$ cat config.mk
export PLATFORM = sky130hd
export DESIGN_NAME = ccrp_ctrl
export DESIGN_NICKNAME = d
export VERILOG_FILES = /design/src/rtl/ccrp_pkg.sv /design/src/rtl/ccrp_ctrl.sv
export SDC_FILE = /design/constraint.sdc
export NUM_CORES = 1
export LEC_CHECK = 0
export BUFFER_PORTS_ARGS = -buffer_cell sky130_fd_sc_hd__buf_2
export CORE_MARGIN = 8
export CORE_UTILIZATION = 51
export CTS_CLUSTER_SIZE = 20
export DETAILED_ROUTE_END_ITERATION = 16
export GPL_ROUTABILITY_DRIVEN = 0
export GPL_TIMING_DRIVEN = 0
export PLACE_DENSITY = 0.78
export SYNTH_ARGS = -nofsm -noshare
export SYNTH_HDL_FRONTEND = slang
export SYNTH_SLANG_ARGS = --single-unit
$ cat constraint.sdc
create_clock -name clk -period 2.3 [get_ports clk]
set_input_delay 0.575 -clock clk [delete_from_list [all_inputs] [get_ports clk]]
set_output_delay 0.575 -clock clk [all_outputs]
set_load 0.02 [all_outputs]
$ cat src/rtl/ccrp_pkg.sv
`timescale 1ns / 1ps
// ----------------------------------------------------------------------------
// ccrp_pkg
// Shared constants, types and tables for the coil combination block.
// ----------------------------------------------------------------------------
package ccrp_pkg;

  localparam int SAMPLE_BITS = 16;
  localparam int MAX_COILS   = 32;
  localparam int E_W         = 37;
  localparam int WS_W        = 53;
  localparam int OUT_W       = 19;
  localparam int CORDIC_N    = 15;
  localparam int SQRT_N      = 19;
  localparam int DIV_N       = 17;
  localparam int MUL_N       = 4;

  localparam longint unsigned E_UNIT  = 64'd1 << (2 * SAMPLE_BITS - 1);
  localparam longint unsigned E_CAP   = (64'd1 << E_W) - 64'd1;
  localparam longint unsigned E_LIM64 = (64'(MAX_COILS) > E_CAP / E_UNIT) ?
                                        E_CAP : 64'(MAX_COILS) * E_UNIT;
  localparam logic [E_W-1:0]  E_LIM   = E_LIM64[E_W-1:0];

  localparam logic [15:0] INV_GAIN = 16'd39797;
  localparam int          QUARTER  = 16384;

  typedef enum logic [3:0] {
    S_IDLE, S_VEC, S_WMUL, S_ACC, S_CHK, S_ROOT, S_RINIT, S_ROT, S_MUL, S_OUT
  } ccrp_state_t;

  typedef struct packed {
    logic       load;
    logic       vec_step;
    logic       wmul;
    logic       acc;
    logic       root_init;
    logic       sqrt_step;
    logic       div_step;
    logic       rot_init;
    logic       rot_step;
    logic       mul_step;
    logic       out_load;
    logic [4:0] idx;
  } ccrp_cmd_t;

  typedef struct packed {
    logic last;
    logic zero_e;
    logic out_busy;
  } ccrp_sts_t;

  function automatic logic [13:0] atan_f(input logic [3:0] i);
    logic [13:0] v;
    case (i)
      4'd0:    v = 14'd8192;
      4'd1:    v = 14'd4836;
      4'd2:    v = 14'd2555;
      4'd3:    v = 14'd1297;
      4'd4:    v = 14'd651;
      4'd5:    v = 14'd326;
      4'd6:    v = 14'd163;
      4'd7:    v = 14'd81;
      4'd8:    v = 14'd41;
      4'd9:    v = 14'd20;
      4'd10:   v = 14'd10;
      4'd11:   v = 14'd5;
      4'd12:   v = 14'd3;
      4'd13:   v = 14'd1;
      4'd14:   v = 14'd1;
      default: v = 14'd0;
    endcase
    return v;
  endfunction

endpackage

$ cat src/rtl/ccrp_ctrl.sv
`timescale 1ns / 1ps
// ----------------------------------------------------------------------------
// ccrp_ctrl
// Sequencer: per-coil CORDIC and accumulation, per-pixel root, divide,
// rotation and gain correction.
// ----------------------------------------------------------------------------
module ccrp_ctrl (
  input  logic                clk,
  input  logic                rst_n,
  input  logic                in_valid,
  output logic                in_ready,
  input  ccrp_pkg::ccrp_sts_t sts,
  output ccrp_pkg::ccrp_cmd_t cmd
);
  import ccrp_pkg::*;

  ccrp_state_t state_r, state_nxt;
  logic [4:0]  cnt_r, cnt_nxt;

  always_ff @(posedge clk) begin
    if (!rst_n) begin
      state_r <= S_IDLE;
      cnt_r   <= '0;
    end else begin
      state_r <= state_nxt;
      cnt_r   <= cnt_nxt;
    end
  end

  always_comb begin
    state_nxt = state_r;
    cnt_nxt   = cnt_r;
    cmd       = '0;
    cmd.idx   = cnt_r;
    in_ready  = 1'b0;
    case (state_r)
      S_IDLE: begin
        in_ready = 1'b1;
        if (in_valid) begin
          cmd.load  = 1'b1;
          cnt_nxt   = '0;
          state_nxt = S_VEC;
        end
      end
      S_VEC: begin
        cmd.vec_step = 1'b1;
        cnt_nxt      = cnt_r + 5'd1;
        if (cnt_r == 5'(CORDIC_N - 1)) state_nxt = S_WMUL;
      end
      S_WMUL: begin
        cmd.wmul  = 1'b1;
        state_nxt = S_ACC;
      end
      S_ACC: begin
        cmd.acc   = 1'b1;
        state_nxt = sts.last ? S_CHK : S_IDLE;
      end
      S_CHK: begin
        cnt_nxt = '0;
        if (sts.zero_e) begin
          state_nxt = S_OUT;
        end else begin
          cmd.root_init = 1'b1;
          state_nxt     = S_ROOT;
        end
      end
      S_ROOT: begin
        cmd.sqrt_step = 1'b1;
        cmd.div_step  = (cnt_r < 5'(DIV_N));
        cnt_nxt       = cnt_r + 5'd1;
        if (cnt_r == 5'(SQRT_N - 1)) state_nxt = S_RINIT;
      end
      S_RINIT: begin
        cmd.rot_init = 1'b1;
        cnt_nxt      = '0;
        state_nxt    = S_ROT;
      end
      S_ROT: begin
        cmd.rot_step = 1'b1;
        cnt_nxt      = cnt_r + 5'd1;
        if (cnt_r == 5'(CORDIC_N - 1)) begin
          cnt_nxt   = '0;
          state_nxt = S_MUL;
        end
      end
      S_MUL: begin
        cmd.mul_step = 1'b1;
        cnt_nxt      = cnt_r + 5'd1;
        if (cnt_r == 5'(MUL_N - 1)) state_nxt = S_OUT;
      end
      S_OUT: begin
        if (!sts.out_busy) begin
          cmd.out_load = 1'b1;
          state_nxt    = S_IDLE;
        end
      end
      default: state_nxt = S_IDLE;
    endcase
  end

  a_load_vec: assert property (@(posedge clk) disable iff (!rst_n)
    cmd.load |=> (state_r == S_VEC) && (cnt_r == 5'd0))
    else $error("load did not start vectoring");
  a_out_free: assert property (@(posedge clk) disable iff (!rst_n)
    cmd.out_load |-> !sts.out_busy)
    else $error("result loaded over pending transaction");
  a_ready_idle: assert property (@(posedge clk) disable iff (!rst_n)
    in_ready |-> !cmd.out_load && !cmd.acc)
    else $error("ready while busy");

endmodule

Word-level counts from Yosys, hierarchy flattened:

Cells that the tools add are included.

* $add $sub $neg: 1
* magnitude comparators: 1
* equal/unequal tests: 18
* multiplexer cells: 26
* reduce and logical (&&, ||, !) cells: 6

Operators with widths (number)
* $pmux 4 s10: 1
* $mux 4: 7
* $pmux 5 s4: 1
* $eq 4x3->1 const B: 4
* $mux 1: 13
* $ne 2x2->1 const B: 6
* $mux 5: 2
* $eq 4x2->1 const B: 2
* $eq 4x4->1 const B: 2
* $reduce_and 6->1: 1
* $add 5x1->5 const B: 1
* $eq 5x2->1 const B: 1
* $eq 5x4->1 const B: 1
* $eq 5x5->1 const B: 1
* $lt 5x5->1 const B: 1
* $eq 4x1->1 const B: 1
* $logic_not 4->1: 1
* $reduce_bool 4->1: 1
* $mux 3: 1
* $reduce_or 3->1: 1
* $mux 2: 1
* $reduce_and 2->1: 1
* $reduce_or 2->1: 1

* register bits after elaboration: 9
* input bits: 6
* output and inout port bits: 17
* word-level logic and storage cells: 54

Logic depth before layout (Yosys ltp):

Gate-level depths: netlist of run 1.

* depth in word-level cells: 4
* mapped depth: 7
* gate-level depth less buffers: 7

Worst setup path before layout of run 1:

OpenSTA, ideal clock, no wires.

* kind: register -> output
* from: register cnt_r[3]
* to: output cmd[9] (netlist bit)
* arrival time: 1619 ps
* data required time: 1725 ps
* setup slack: 106 ps
* cell stages (with the launch flop): 4
* buffers on the path: 1
* path through: dfxtp_1 -> buf_2 -> or4_1 -> a211oi_1

RTL lines
* start: declaration: RTL line ccrp_ctrl.sv:18 `logic [4:0] cnt_r, cnt_nxt;`
* start signal: assignment: RTL line ccrp_ctrl.sv:26 `cnt_r <= cnt_nxt;`
* end: declaration: RTL line ccrp_ctrl.sv:13 `output ccrp_pkg::ccrp_cmd_t cmd`

==> results by group, run 1 <==
STA
  • Crit share post-route: 0.965
  • Fin. max-slew vios: 0
  • Final setup fails: 0
  • Setup TNS: 0 ps
  • Setup Skew: 3.13 ps
  • Headroom to the max-slew limit: 0.599
  • Final min period: 2220 ps
  • Max Freq: 0.451 GHz
  • Slew at the pin with the worst max-slew slack: 600 ps
  • RSZ-0062 raised after global routing: false
  • Hold violation count in the final report: 0

Clock tree
  • Clk_lat worst skew: 260 ps
  • Post-cts sizing count: 1
  • Cts bufs inserted: 3
  • Clk Tree Root Cell: clkbuf_4
  • CTS tree: yes
  • CTS max path bufs: 2
  • Post-CTS Setup Bufs: 0
  • H-tree depth: 1
  • Clk slew on worst S/H paths: 60 ps
  • Clk sinks: 9
  • Hold Buf Count CTS: 0

Hold path
  • Tightest Hold Check Type: flop to flop
  • HP Start: cnt_r[0]$_SDFFE_PN0P_
  • Hold Path Sink: cnt_r[0]$_SDFFE_PN0P_
  • Hold Path Depth: 2

Floorplanning
  • Core area: 0.00152 sq mm
  • Initial Util: 0.544
  • Die W: 56.3 um
  • Die extent in y: 56.3 um
  • Die area: 0.00317 sq mm
  • I/O pin count: 23
  • Row count: 14

Outcome
  • Outcome: finished clean

Detailed routing
  • DR DRC count: 0
  • Drt first pass iters: 4
  • Vias: 818
  • Vias/cell: 5.84
  • Routed Antenna Nets: 0
  • Top layer in use: met4
  • Total Wirelength: 1960 um
  • M1 wire length: 812 um
  • Met3 WL: 142 um
  • WL/cell: 14.0 um
  • Met2 wire length: 961 um
  • DR iter-0 viols: 19

Worst setup path
  • Worst flop-to-flop path startpoint: cnt_r[1]$_SDFFE_PN0P_
  • Buf+Inv Stages, Crit Path: 2
  • Worst r2r path cells: 6
  • Setup CP Type: flop to output pin
  • Crit end category: output pin
  • Crit path arrival time: 1640 ps
  • Worst path max stage delay: 530 ps
  • CP max-delay cell: or4_4
  • Top delay family on crit path: simple AND/OR/NAND/NOR gates
  • Worst setup SP type: flop
  • Crit Path Max Fanout: 9
  • Worst reg2reg setup slack: 300 ps
  • CP required: 1730 ps
  • Worst R2R End: state_r[1]$_SDFFE_PN0P_
  • Worst path cell trace: buf_2, or4_4, a211oi_2, buf_4

Final layout
  • Area grow syn2layout: 20.5%
  • N_diodes: 0
  • Filler cells: 144
  • FF/Latch Area: 181 sq um
  • Fin util: 0.656
  • Final net count: 133
  • Share of cells above drive strength 1: 0.395
  • Combined area of the multi-input logic cells: 576 sq um

Yosys
  • Ys async rst share: 0
  • Seq/Total Area, Yosys: 0.217
  • Post-Syn Nets: 106
  • Register bit total from synthesis: 9
  • Post-Syn Instances: 98
  • Post-synth top flop: dfxtp_1
  • Ys Warns: 0
  • Syn avg cell area: 8.46 sq um
  • Synth Cell Area: 830 sq um
  • Post-synth EDFFs: 0
  • Post-synth cell types: 48

Global routing
  • Antenna violations before repair: 0
  • Vias in the first global route: 749
  • GRT overflow: 0
  • First-pass GRT wire length: 3350 um
  • Tot GR Track Use: 0.126
  • Largest net degree at the start of global routing: 11

Placement
  • Hpwl dp: 1540 um
  • Number of port buffers: 22

Pwr
  • Peak VDD IR: 0.481 mV
  • Cell Pwr Density: 824 mW/mm^2
  • Leak Pwr: 0.000442 uW

Flow run
  • Max-capacitance violation count: 0
where the power goes:
part | leakage (uW) | switching [uW] | internal, uW | total (uW)
sequential | 0.0000734 | 51.2 | 183 | 234
combinational | 0.000353 | 260 | 205 | 465
clock | 0.0000150 | 56.7 | 67.0 | 124
area by class of cell:
| class | count | share of cell area |
|---|---|---|
| multi-input cells | 79 | 0.576 |
| flip-flops and latches | 9 | 0.181 |
| repair buffers | 22 | 0.113 |
| plain buffers | 7 | 0.0726 |
| clock buffers | 4 | 0.0263 |
| well taps | 16 | 0.0200 |
| inverters | 3 | 0.0113 |
registers in the layout (all words and copies together), names as in the netlist:
name,count
cnt_r,5
state_r,4
worst min-delay path, cell delays in order (launching register included):
cell,delay [ps]
dfxtp_1,350
nor2_1,120
nor3b_1,50
how the worst max path moves through the flow:
stage                                  startpoint     end  slack [ps]  depth (start not counted)
after detailed placement  state_r[0]$_SDFFE_PN0P_  cmd[9]         270                          4
after global placement    state_r[0]$_SDFFE_PN0P_  cmd[9]         300                          4
final                       cnt_r[3]$_SDFFE_PN0P_  cmd[9]          80                          4
after CTS                   cnt_r[3]$_SDFFE_PN0P_  cmd[9]          20                          4
after floorplan             cnt_r[3]$_SDFFE_PN0P_  cmd[9]         110                          3
after global routing        cnt_r[3]$_SDFFE_PN0P_  cmd[9]          30                          4
cells by family (layout without fill, tap and decap cells):
logic type	count (synthesis)	in the layout	share of synthesized area
buffers and inverters	10	36	0.0995
multiplexers	1	1	0.0121
AO/OA/AOI/OAI	20	20	0.193
flip-flops	9	9	0.217
AND/OR/NAND/NOR	56	56	0.448
adder cells (fa/ha/maj)	2	2	0.0302
synth_stat cells, types with 2 or more instances:
master / count / area share
a21oi_1: 2 / 0.012
nor2b_1: 2 / 0.015
inv_1: 3 / 0.014
nand4b_1: 3 / 0.032
buf_6: 2 / 0.027
or4b_4: 2 / 0.033
dfxtp_1: 9 / 0.22
o21ai_0: 2 / 0.012
nor2_1: 10 / 0.045
a21boi_1: 2 / 0.018
ha_1: 2 / 0.030
nand4_1: 2 / 0.015
o21ai_1: 4 / 0.024
and2_1: 2 / 0.015
nand3_1: 8 / 0.048
nor3_1: 3 / 0.018
nand2_1: 6 / 0.027
nand2b_1: 3 / 0.023
nor4b_2: 2 / 0.036
routing by layer:
layer,vias up,track usage
li1,412,-
met1,375,0.135
met2,24,0.219
met3,7,0.0427
met4,0,0.0550
met5,-,0
metrics by stage:
stage	worst slack, ps	power, uW	hold slack, ps	instance area, sq um	std cells
finish	80.5	823	567	1000	140
global route	25.6	887	601	1000	140
CTS	19.6	818	555	987	140
detailed placement	272	690	545	960	136
global placement	299	677	534	960	136
floorplan	106	577	612	830	98
cell usage in the layout, fill, tap and decap left out, drive strengths merged, types with 2 or more instances in the layout:
cell,n
buf,26
nor2,10
dfxtp,9
nand3,8
nand2,6
o21ai,6
clkbuf,6
nand2b,4
nor3,4
inv,3
nand4b,3
and2,3
a21boi,3
a22oi,3
nor4b,2
nor2b,2
or4b,2
a21oi,2
nand4,2
ha,2
nor4,2
(Power assumes the default switching activity.)
==> inputs of run 2 (changes only) <==
--- a/config.mk
+++ b/config.mk
@@ -13,6 +13,7 @@
 export GPL_ROUTABILITY_DRIVEN = 0
 export GPL_TIMING_DRIVEN = 0
 export PLACE_DENSITY = 0.78
+export RECOVER_POWER = 25
 export SYNTH_ARGS = -nofsm -noshare
 export SYNTH_HDL_FRONTEND = slang
 export SYNTH_SLANG_ARGS = --single-unit
==> constraint.sdc (replaced) <==
create_clock -name clk -period 2.3 [get_ports clk]
set_input_delay 0.23 -clock clk [delete_from_list [all_inputs] [get_ports clk]]
set_output_delay 0.23 -clock clk [all_outputs]
set_load 0.02 [all_outputs]
==> results by group, run 2 (synthesis results as in run 1) <==
Outcome
  • Outcome: finished clean

Hold path
  • Hold Path Sink: cnt_r[2]$_SDFFE_PN0P_
  • Tightest Hold Check Type: input pin to flop
  • Hold Path Depth: 3 (+1)
  • HP Start: rst_n

Clock tree
  • Clk slew on worst S/H paths: 60 ps (about the same)
  • Clk sinks: 9 (unchanged)
  • H-tree depth: 1 (unchanged)
  • Cts bufs inserted: 3 (unchanged)
  • Post-CTS Setup Bufs: 0 (unchanged)
  • CTS tree: yes
  • Hold Buf Count CTS: 0 (unchanged)
  • Clk Tree Root Cell: clkbuf_4
  • Post-cts sizing count: 0 (-1)
  • CTS max path bufs: 2 (unchanged)
  • Clk_lat worst skew: 260 ps (about the same)

Worst setup path
  • Worst flop-to-flop path startpoint: cnt_r[3]$_SDFFE_PN0P_
  • Worst R2R End: state_r[1]$_SDFFE_PN0P_
  • Crit end category: flop
  • Crit path arrival time: 2170 ps (+530 ps)
  • Setup CP Type: flop to flop
  • Crit Path Max Fanout: 9 (unchanged)
  • Worst setup SP type: flop
  • Worst reg2reg setup slack: 280 ps (-20 ps)
  • Worst r2r path cells: 6 (unchanged)
  • CP required: 2450 ps (+720 ps)

Detailed routing
  • DR iter-0 viols: 18 (-1)
  • Vias: 815 (-0.37%)
  • Routed Antenna Nets: 0 (unchanged)
  • Vias/cell: 5.82 (-0.37%)
  • DR DRC count: 0 (unchanged)
  • WL/cell: 13.9 um (-0.71%)
  • Drt first pass iters: 4 (unchanged)
  • Total Wirelength: 1950 um (-0.71%)

Global routing
  • Largest net degree at the start of global routing: 11 (unchanged)
  • GRT overflow: 0 (unchanged)
  • Tot GR Track Use: 0.126 (unchanged)
  • Antenna violations before repair: 0 (unchanged)
  • Vias in the first global route: 749 (unchanged)
  • First-pass GRT wire length: 3350 um (unchanged)

STA
  • Setup TNS: 0 ps (unchanged)
  • RSZ-0062 raised after global routing: false
  • Fin. max-slew vios: 0 (unchanged)
  • Crit share post-route: 0.877 (-0.0883)
  • Hold violation count in the final report: 0 (unchanged)
  • Final setup fails: 0 (unchanged)
  • Max Freq: 0.496 GHz (+10%)
  • Slew at the pin with the worst max-slew slack: 599 ps (-1.21 ps)
  • Final min period: 2020 ps (-203 ps)
  • Setup Skew: 2.77 ps (-0.363 ps)
  • Headroom to the max-slew limit: 0.600 (+0.000805)

Final layout
  • Share of cells above drive strength 1: 0.315 (-0.0806)
  • Area grow syn2layout: 17.6%
  • Most flop-heavy register: cnt_r
  • Filler cells: 150 (+4.2%)
  • Commonest non-fill, non-tap cell in the layout: buf_2
  • Most frequent cells in the layout: buf_2 (18), nor2_1 (10), dfxtp_1 (9)
  • Largest regs: cnt_r x5, state_r x4
  • N_diodes: 0 (unchanged)
  • Final net count: 133 (unchanged)
  • Largest register FFs: 5 (unchanged)
  • Final cell count without fillers: 140 (unchanged)
  • FF/Latch Area: 180 sq um (-0.69%)
  • Combined area of the multi-input logic cells: 563 sq um (-2.2%)

Floorplanning
  • Die extent in y: 56.3 um (unchanged)
  • I/O pin count: 23 (unchanged)
  • Die W: 56.3 um (unchanged)
  • Row count: 14 (unchanged)
  • Die area: 0.00317 sq mm (unchanged)
  • Core area: 0.00152 sq mm (unchanged)
  • Initial Util: 0.544 (unchanged)

Pwr
  • Peak VDD IR: 0.436 mV (-9.4%)
  • Leak Pwr: 0.000417 uW (-5.6%)
  • Overall power: 805 uW (-2.2%)
  • Cell Pwr Density: 825 mW/mm^2 (+0.21%)

Placement
  • Hpwl dp: 1540 um (unchanged)
  • Placed insts: 136 (unchanged)
  • Number of port buffers: 22 (unchanged)

Flow run
  • Max-capacitance violation count: 0 (unchanged)
[run 2: final cells by class]
class / count / share of cell area
multi-input cells: 79 / 0.577
flip-flops and latches: 9 / 0.185
repair buffers: 22 / 0.106
plain buffers: 7 / 0.0731
clock buffers: 4 / 0.0269
well taps: 16 / 0.0205
inverters: 3 / 0.0115
[run 2: worst max-delay path by stage]
stage                                         end  cells past startpoint                   from  slack, ps
after floorplan           state_r[1]$_SDFFE_PN0P_                      6  cnt_r[1]$_SDFFE_PN0P_        280
after global placement    state_r[1]$_SDFFE_PN0P_                      6  cnt_r[1]$_SDFFE_PN0P_        350
after detailed placement  state_r[1]$_SDFFE_PN0P_                      6  cnt_r[1]$_SDFFE_PN0P_        320
after CTS                 state_r[1]$_SDFFE_PN0P_                      6  cnt_r[1]$_SDFFE_PN0P_        300
after global routing      state_r[1]$_SDFFE_PN0P_                      6  cnt_r[3]$_SDFFE_PN0P_        190
final                     state_r[1]$_SDFFE_PN0P_                      6  cnt_r[3]$_SDFFE_PN0P_        280
[run 2: routing by layer]
metal / track usage / up-vias / part of all wire
li1: - / 411 / -
met1: 0.135 / 377 / 0.41
met2: 0.219 / 22 / 0.50
met3: 0.0427 / 5 / 0.068
met4: 0.0550 / 0 / 0.015
met5: 0 / - / 0
[run 2: power by group]
part           internal [uW]  leakage [uW]  total (uW)  switching [uW]
registers                181     0.0000731         232            50.8
clock network           66.9     0.0000150         123            55.9
logic                    195      0.000329         451             255
[run 2: through the flow]
step                area, sq um   util  hold slack (ps)  worst slack [ps]
floorplan                   830      -              370               283
global placement            960  0.630              530               349
detailed placement          960  0.630              536               317
CTS                         986  0.647              270               301
global route                976  0.640              271               191
finish                      976  0.640              272               284
[run 2: critical path: stages, from the launching register on]
cell and delay (ps):
dfxtp_1 300, buf_2 160, or4b_4 510, a21boi_0 320, o211ai_2 180, and2_0 190
o31a_1 260
==> inputs of run 3 (changes only) <==
--- a/config.mk
+++ b/config.mk
@@ -5,14 +5,16 @@
 export SDC_FILE = /design/constraint.sdc
 export NUM_CORES = 1
 export LEC_CHECK = 0
+export ABC_AREA = 1
 export BUFFER_PORTS_ARGS = -buffer_cell sky130_fd_sc_hd__buf_2
+export CAP_MARGIN = 20
 export CORE_MARGIN = 8
-export CORE_UTILIZATION = 51
+export CORE_UTILIZATION = 48
 export CTS_CLUSTER_SIZE = 20
 export DETAILED_ROUTE_END_ITERATION = 16
 export GPL_ROUTABILITY_DRIVEN = 0
 export GPL_TIMING_DRIVEN = 0
-export PLACE_DENSITY = 0.78
+export PLACE_DENSITY = 0.77
 export RECOVER_POWER = 25
 export SYNTH_ARGS = -nofsm -noshare
 export SYNTH_HDL_FRONTEND = slang
==> results by group, run 3 <==
Final layout
  • Most flop-heavy register: cnt_r
  • Fin util: 0.632 (-0.00866)
  • Final net count: 152 (+14%)
  • N_diodes: 0 (unchanged)
  • Most frequent cells in the layout: nand2_1 (31), nor2_1 (22), inv_1 (16), buf_2 (16), dfxtp_1 (9)
  • Largest regs: cnt_r x5, state_r x4
  • Share of cells above drive strength 1: 0.203 (-0.112)
  • Area grow syn2layout: 21.9%
  • Cell area after layout: 822 sq um (-16%)
  • Commonest non-fill, non-tap cell in the layout: nand2_1
  • Largest register FFs: 5 (unchanged)

Floorplanning
  • Core area: 0.00130 sq mm (-15%)
  • Die area: 0.00286 sq mm (-9.8%)
  • I/O pin count: 23 (unchanged)
  • Row count: 13 (-1)
  • Die extent in y: 53.5 um (-5.1%)
  • Initial Util: 0.518 (-0.0261)
  • Die W: 53.5 um (-5.1%)

Worst setup path
  • Crit Path Max Fanout: 7 (-2)
  • Worst Setup SP: state_r[0]$_SDFFE_PN0P_
  • Crit path arrival time: 1260 ps (-910 ps)
  • CP required: 2070 ps (-380 ps)
  • Crit end category: output pin
  • Setup CP Type: flop to output pin
  • Worst setup SP type: flop
  • Worst flop-to-flop path startpoint: cnt_r[0]$_SDFFE_PN0P_

Clock tree
  • Cts bufs inserted: 3 (unchanged)
  • Hold Buf Count CTS: 0 (unchanged)
  • Clk slew on worst S/H paths: 60 ps (about the same)
  • Post-cts sizing count: 0 (unchanged)
  • H-tree depth: 1 (unchanged)
  • Clk sinks: 9 (unchanged)
  • CTS max path bufs: 2 (unchanged)
  • Post-CTS Setup Bufs: 0 (unchanged)
  • Clk Tree Root Cell: clkbuf_4
  • Clk_lat worst skew: 260 ps (about the same)
  • CTS tree: yes

Global routing
  • GRT overflow: 0 (unchanged)
  • Largest net degree at the start of global routing: 8 (-3)
  • Met1 usage: 0.167 (+0.0317)
  • Met3 usage: 0.0308 (-0.0119)
  • Met2 usage: 0.191 (-0.0273)
  • First-pass GRT wire length: 2840 um (-15%)
  • Antenna violations before repair: 0 (unchanged)
  • Vias in the first global route: 679 (-9.3%)
  • Tot GR Track Use: 0.130 (+0.00379)
  • Grt peak-use layer: met2

Detailed routing
  • DR DRC count: 0 (unchanged)
  • Total Wirelength: 1710 um (-12%)
  • Drt first pass iters: 4 (unchanged)
  • Vias/cell: 5.03 (-14%)
  • Vias: 794 (-2.6%)
  • WL/cell: 10.8 um (-22%)
  • Routed Antenna Nets: 0 (unchanged)
  • DR iter-0 viols: 20 (+2)

STA
  • Setup Skew: 3.14 ps (+0.371 ps)
  • Max Freq: 0.673 GHz (+36%)
  • Headroom to the max-slew limit: 0.831 (+0.231)
  • Final min period: 1490 ps (-530 ps)
  • Fin. max-slew vios: 0 (unchanged)
  • Setup TNS: 0 ps (unchanged)
  • RSZ-0062 raised after global routing: false
  • Crit share post-route: 0.646 (-0.230)
  • Hold violation count in the final report: 0 (unchanged)
  • Final setup fails: 0 (unchanged)
  • Slew at the pin with the worst max-slew slack: 255 ps (-344 ps)

Outcome
  • Outcome: finished clean

Yosys
  • Share of the synthesized area in the top cell type: 0.267 (+0.0500)
  • Register bit total from synthesis: 9 (unchanged)
  • Post-synth cell types: 18 (-63%)
  • Post-Syn Instances: 117 (+19%)
  • Post-Syn Nets: 125 (+18%)
  • Ys async rst share: 0 (unchanged)
  • Top cells by count, synth: nand2_1 (31), nor2_1 (22), inv_1 (16)
  • Synth area leaders: dfxtp_1 (27%), nand2_1 (17%), nor2_1 (12%)
  • Post-synth top flop: dfxtp_1
  • Ys Warns: 0 (unchanged)
  • Top-count cell post-synth: nand2_1
  • Seq/Total Area, Yosys: 0.267 (+0.0500)
  • Post-synth EDFFs: 0 (unchanged)
  • Syn avg cell area: 5.76 sq um (-32%)
  • Largest area contributor in the netlist: dfxtp_1
  • Synth Cell Area: 674 sq um (-19%)

Hold path
  • HP Start: rst_n
  • Tightest Hold Check Type: input pin to flop

Flow run
  • Max-capacitance violation count: 0 (unchanged)

Placement
  • Hpwl dp: 1430 um (-7.2%)
  • Number of port buffers: 22 (unchanged)
  • Dpl cell area: 803 sq um (-16%)

Pwr
  • Leak Pwr: 0.000429 uW (+2.9%)
  • Peak VDD IR: 0.677 mV (+55%)
  • Cell Pwr Density: 1150 mW/mm^2 (+39%)
[run 3: power by group]
group          switching [uW]  internal, uW
sequential               53.5           194
clock                    54.5          66.8
combinational             396           180
[run 3: cells by family after synthesis]
kind of cell	synth area share
compound gates	0.0965
flops	0.267
xor+xnor	0.0260
buf+inv	0.100
simple gates	0.473
fa+ha+maj	0.0371
[run 3: area by class of cell]
type / instances / area [sq um]
Timing Repair Buffer: 22 / 103
Sequential cell: 9 / 180
Fill cell: 135 / 479
Clock buffer: 4 / 26.3
Multi-Input combinational cell: 90 / 427
Inverter: 18 / 67.6
Tap cell: 15 / 18.8
[run 3: critical path, stage by stage (launching register included)]
cell and delay (ps):
dfxtp_1 440, nand2_1 180, nor3_1 190, buf_2 190
[run 3: final timing paths]
kind / end / slack (ps) / cells after the start
setup / recovery: cmd[9] / 810 / 3
hold / removal: state_r[2]$_SDFFE_PN0P_ / 240 / 3
setup reg to reg: state_r[3]$_SDFFE_PN0P_ / 820 / 12
hold reg to reg: cnt_r[4]$_SDFFE_PN0P_ / 520 / 2
[run 3: per-layer routing]
metal | vias up | wire [um] | share of wire
met3 | 5 | 154 | 0.090
met2 | 27 | 737 | 0.43
met4 | 0 | 36 | 0.021
li1 | 419 | - | -
met5 | - | 0 | 0
met1 | 343 | 776 | 0.46
[run 3: stage by stage]
step	hold slack [ps]	instances	total power, uW	setup WS (ps)
finish	238	158	945	813
global route	242	158	1040	639
CTS	237	158	955	804
detailed placement	505	154	833	823
global placement	496	154	819	867
floorplan	350	117	680	833
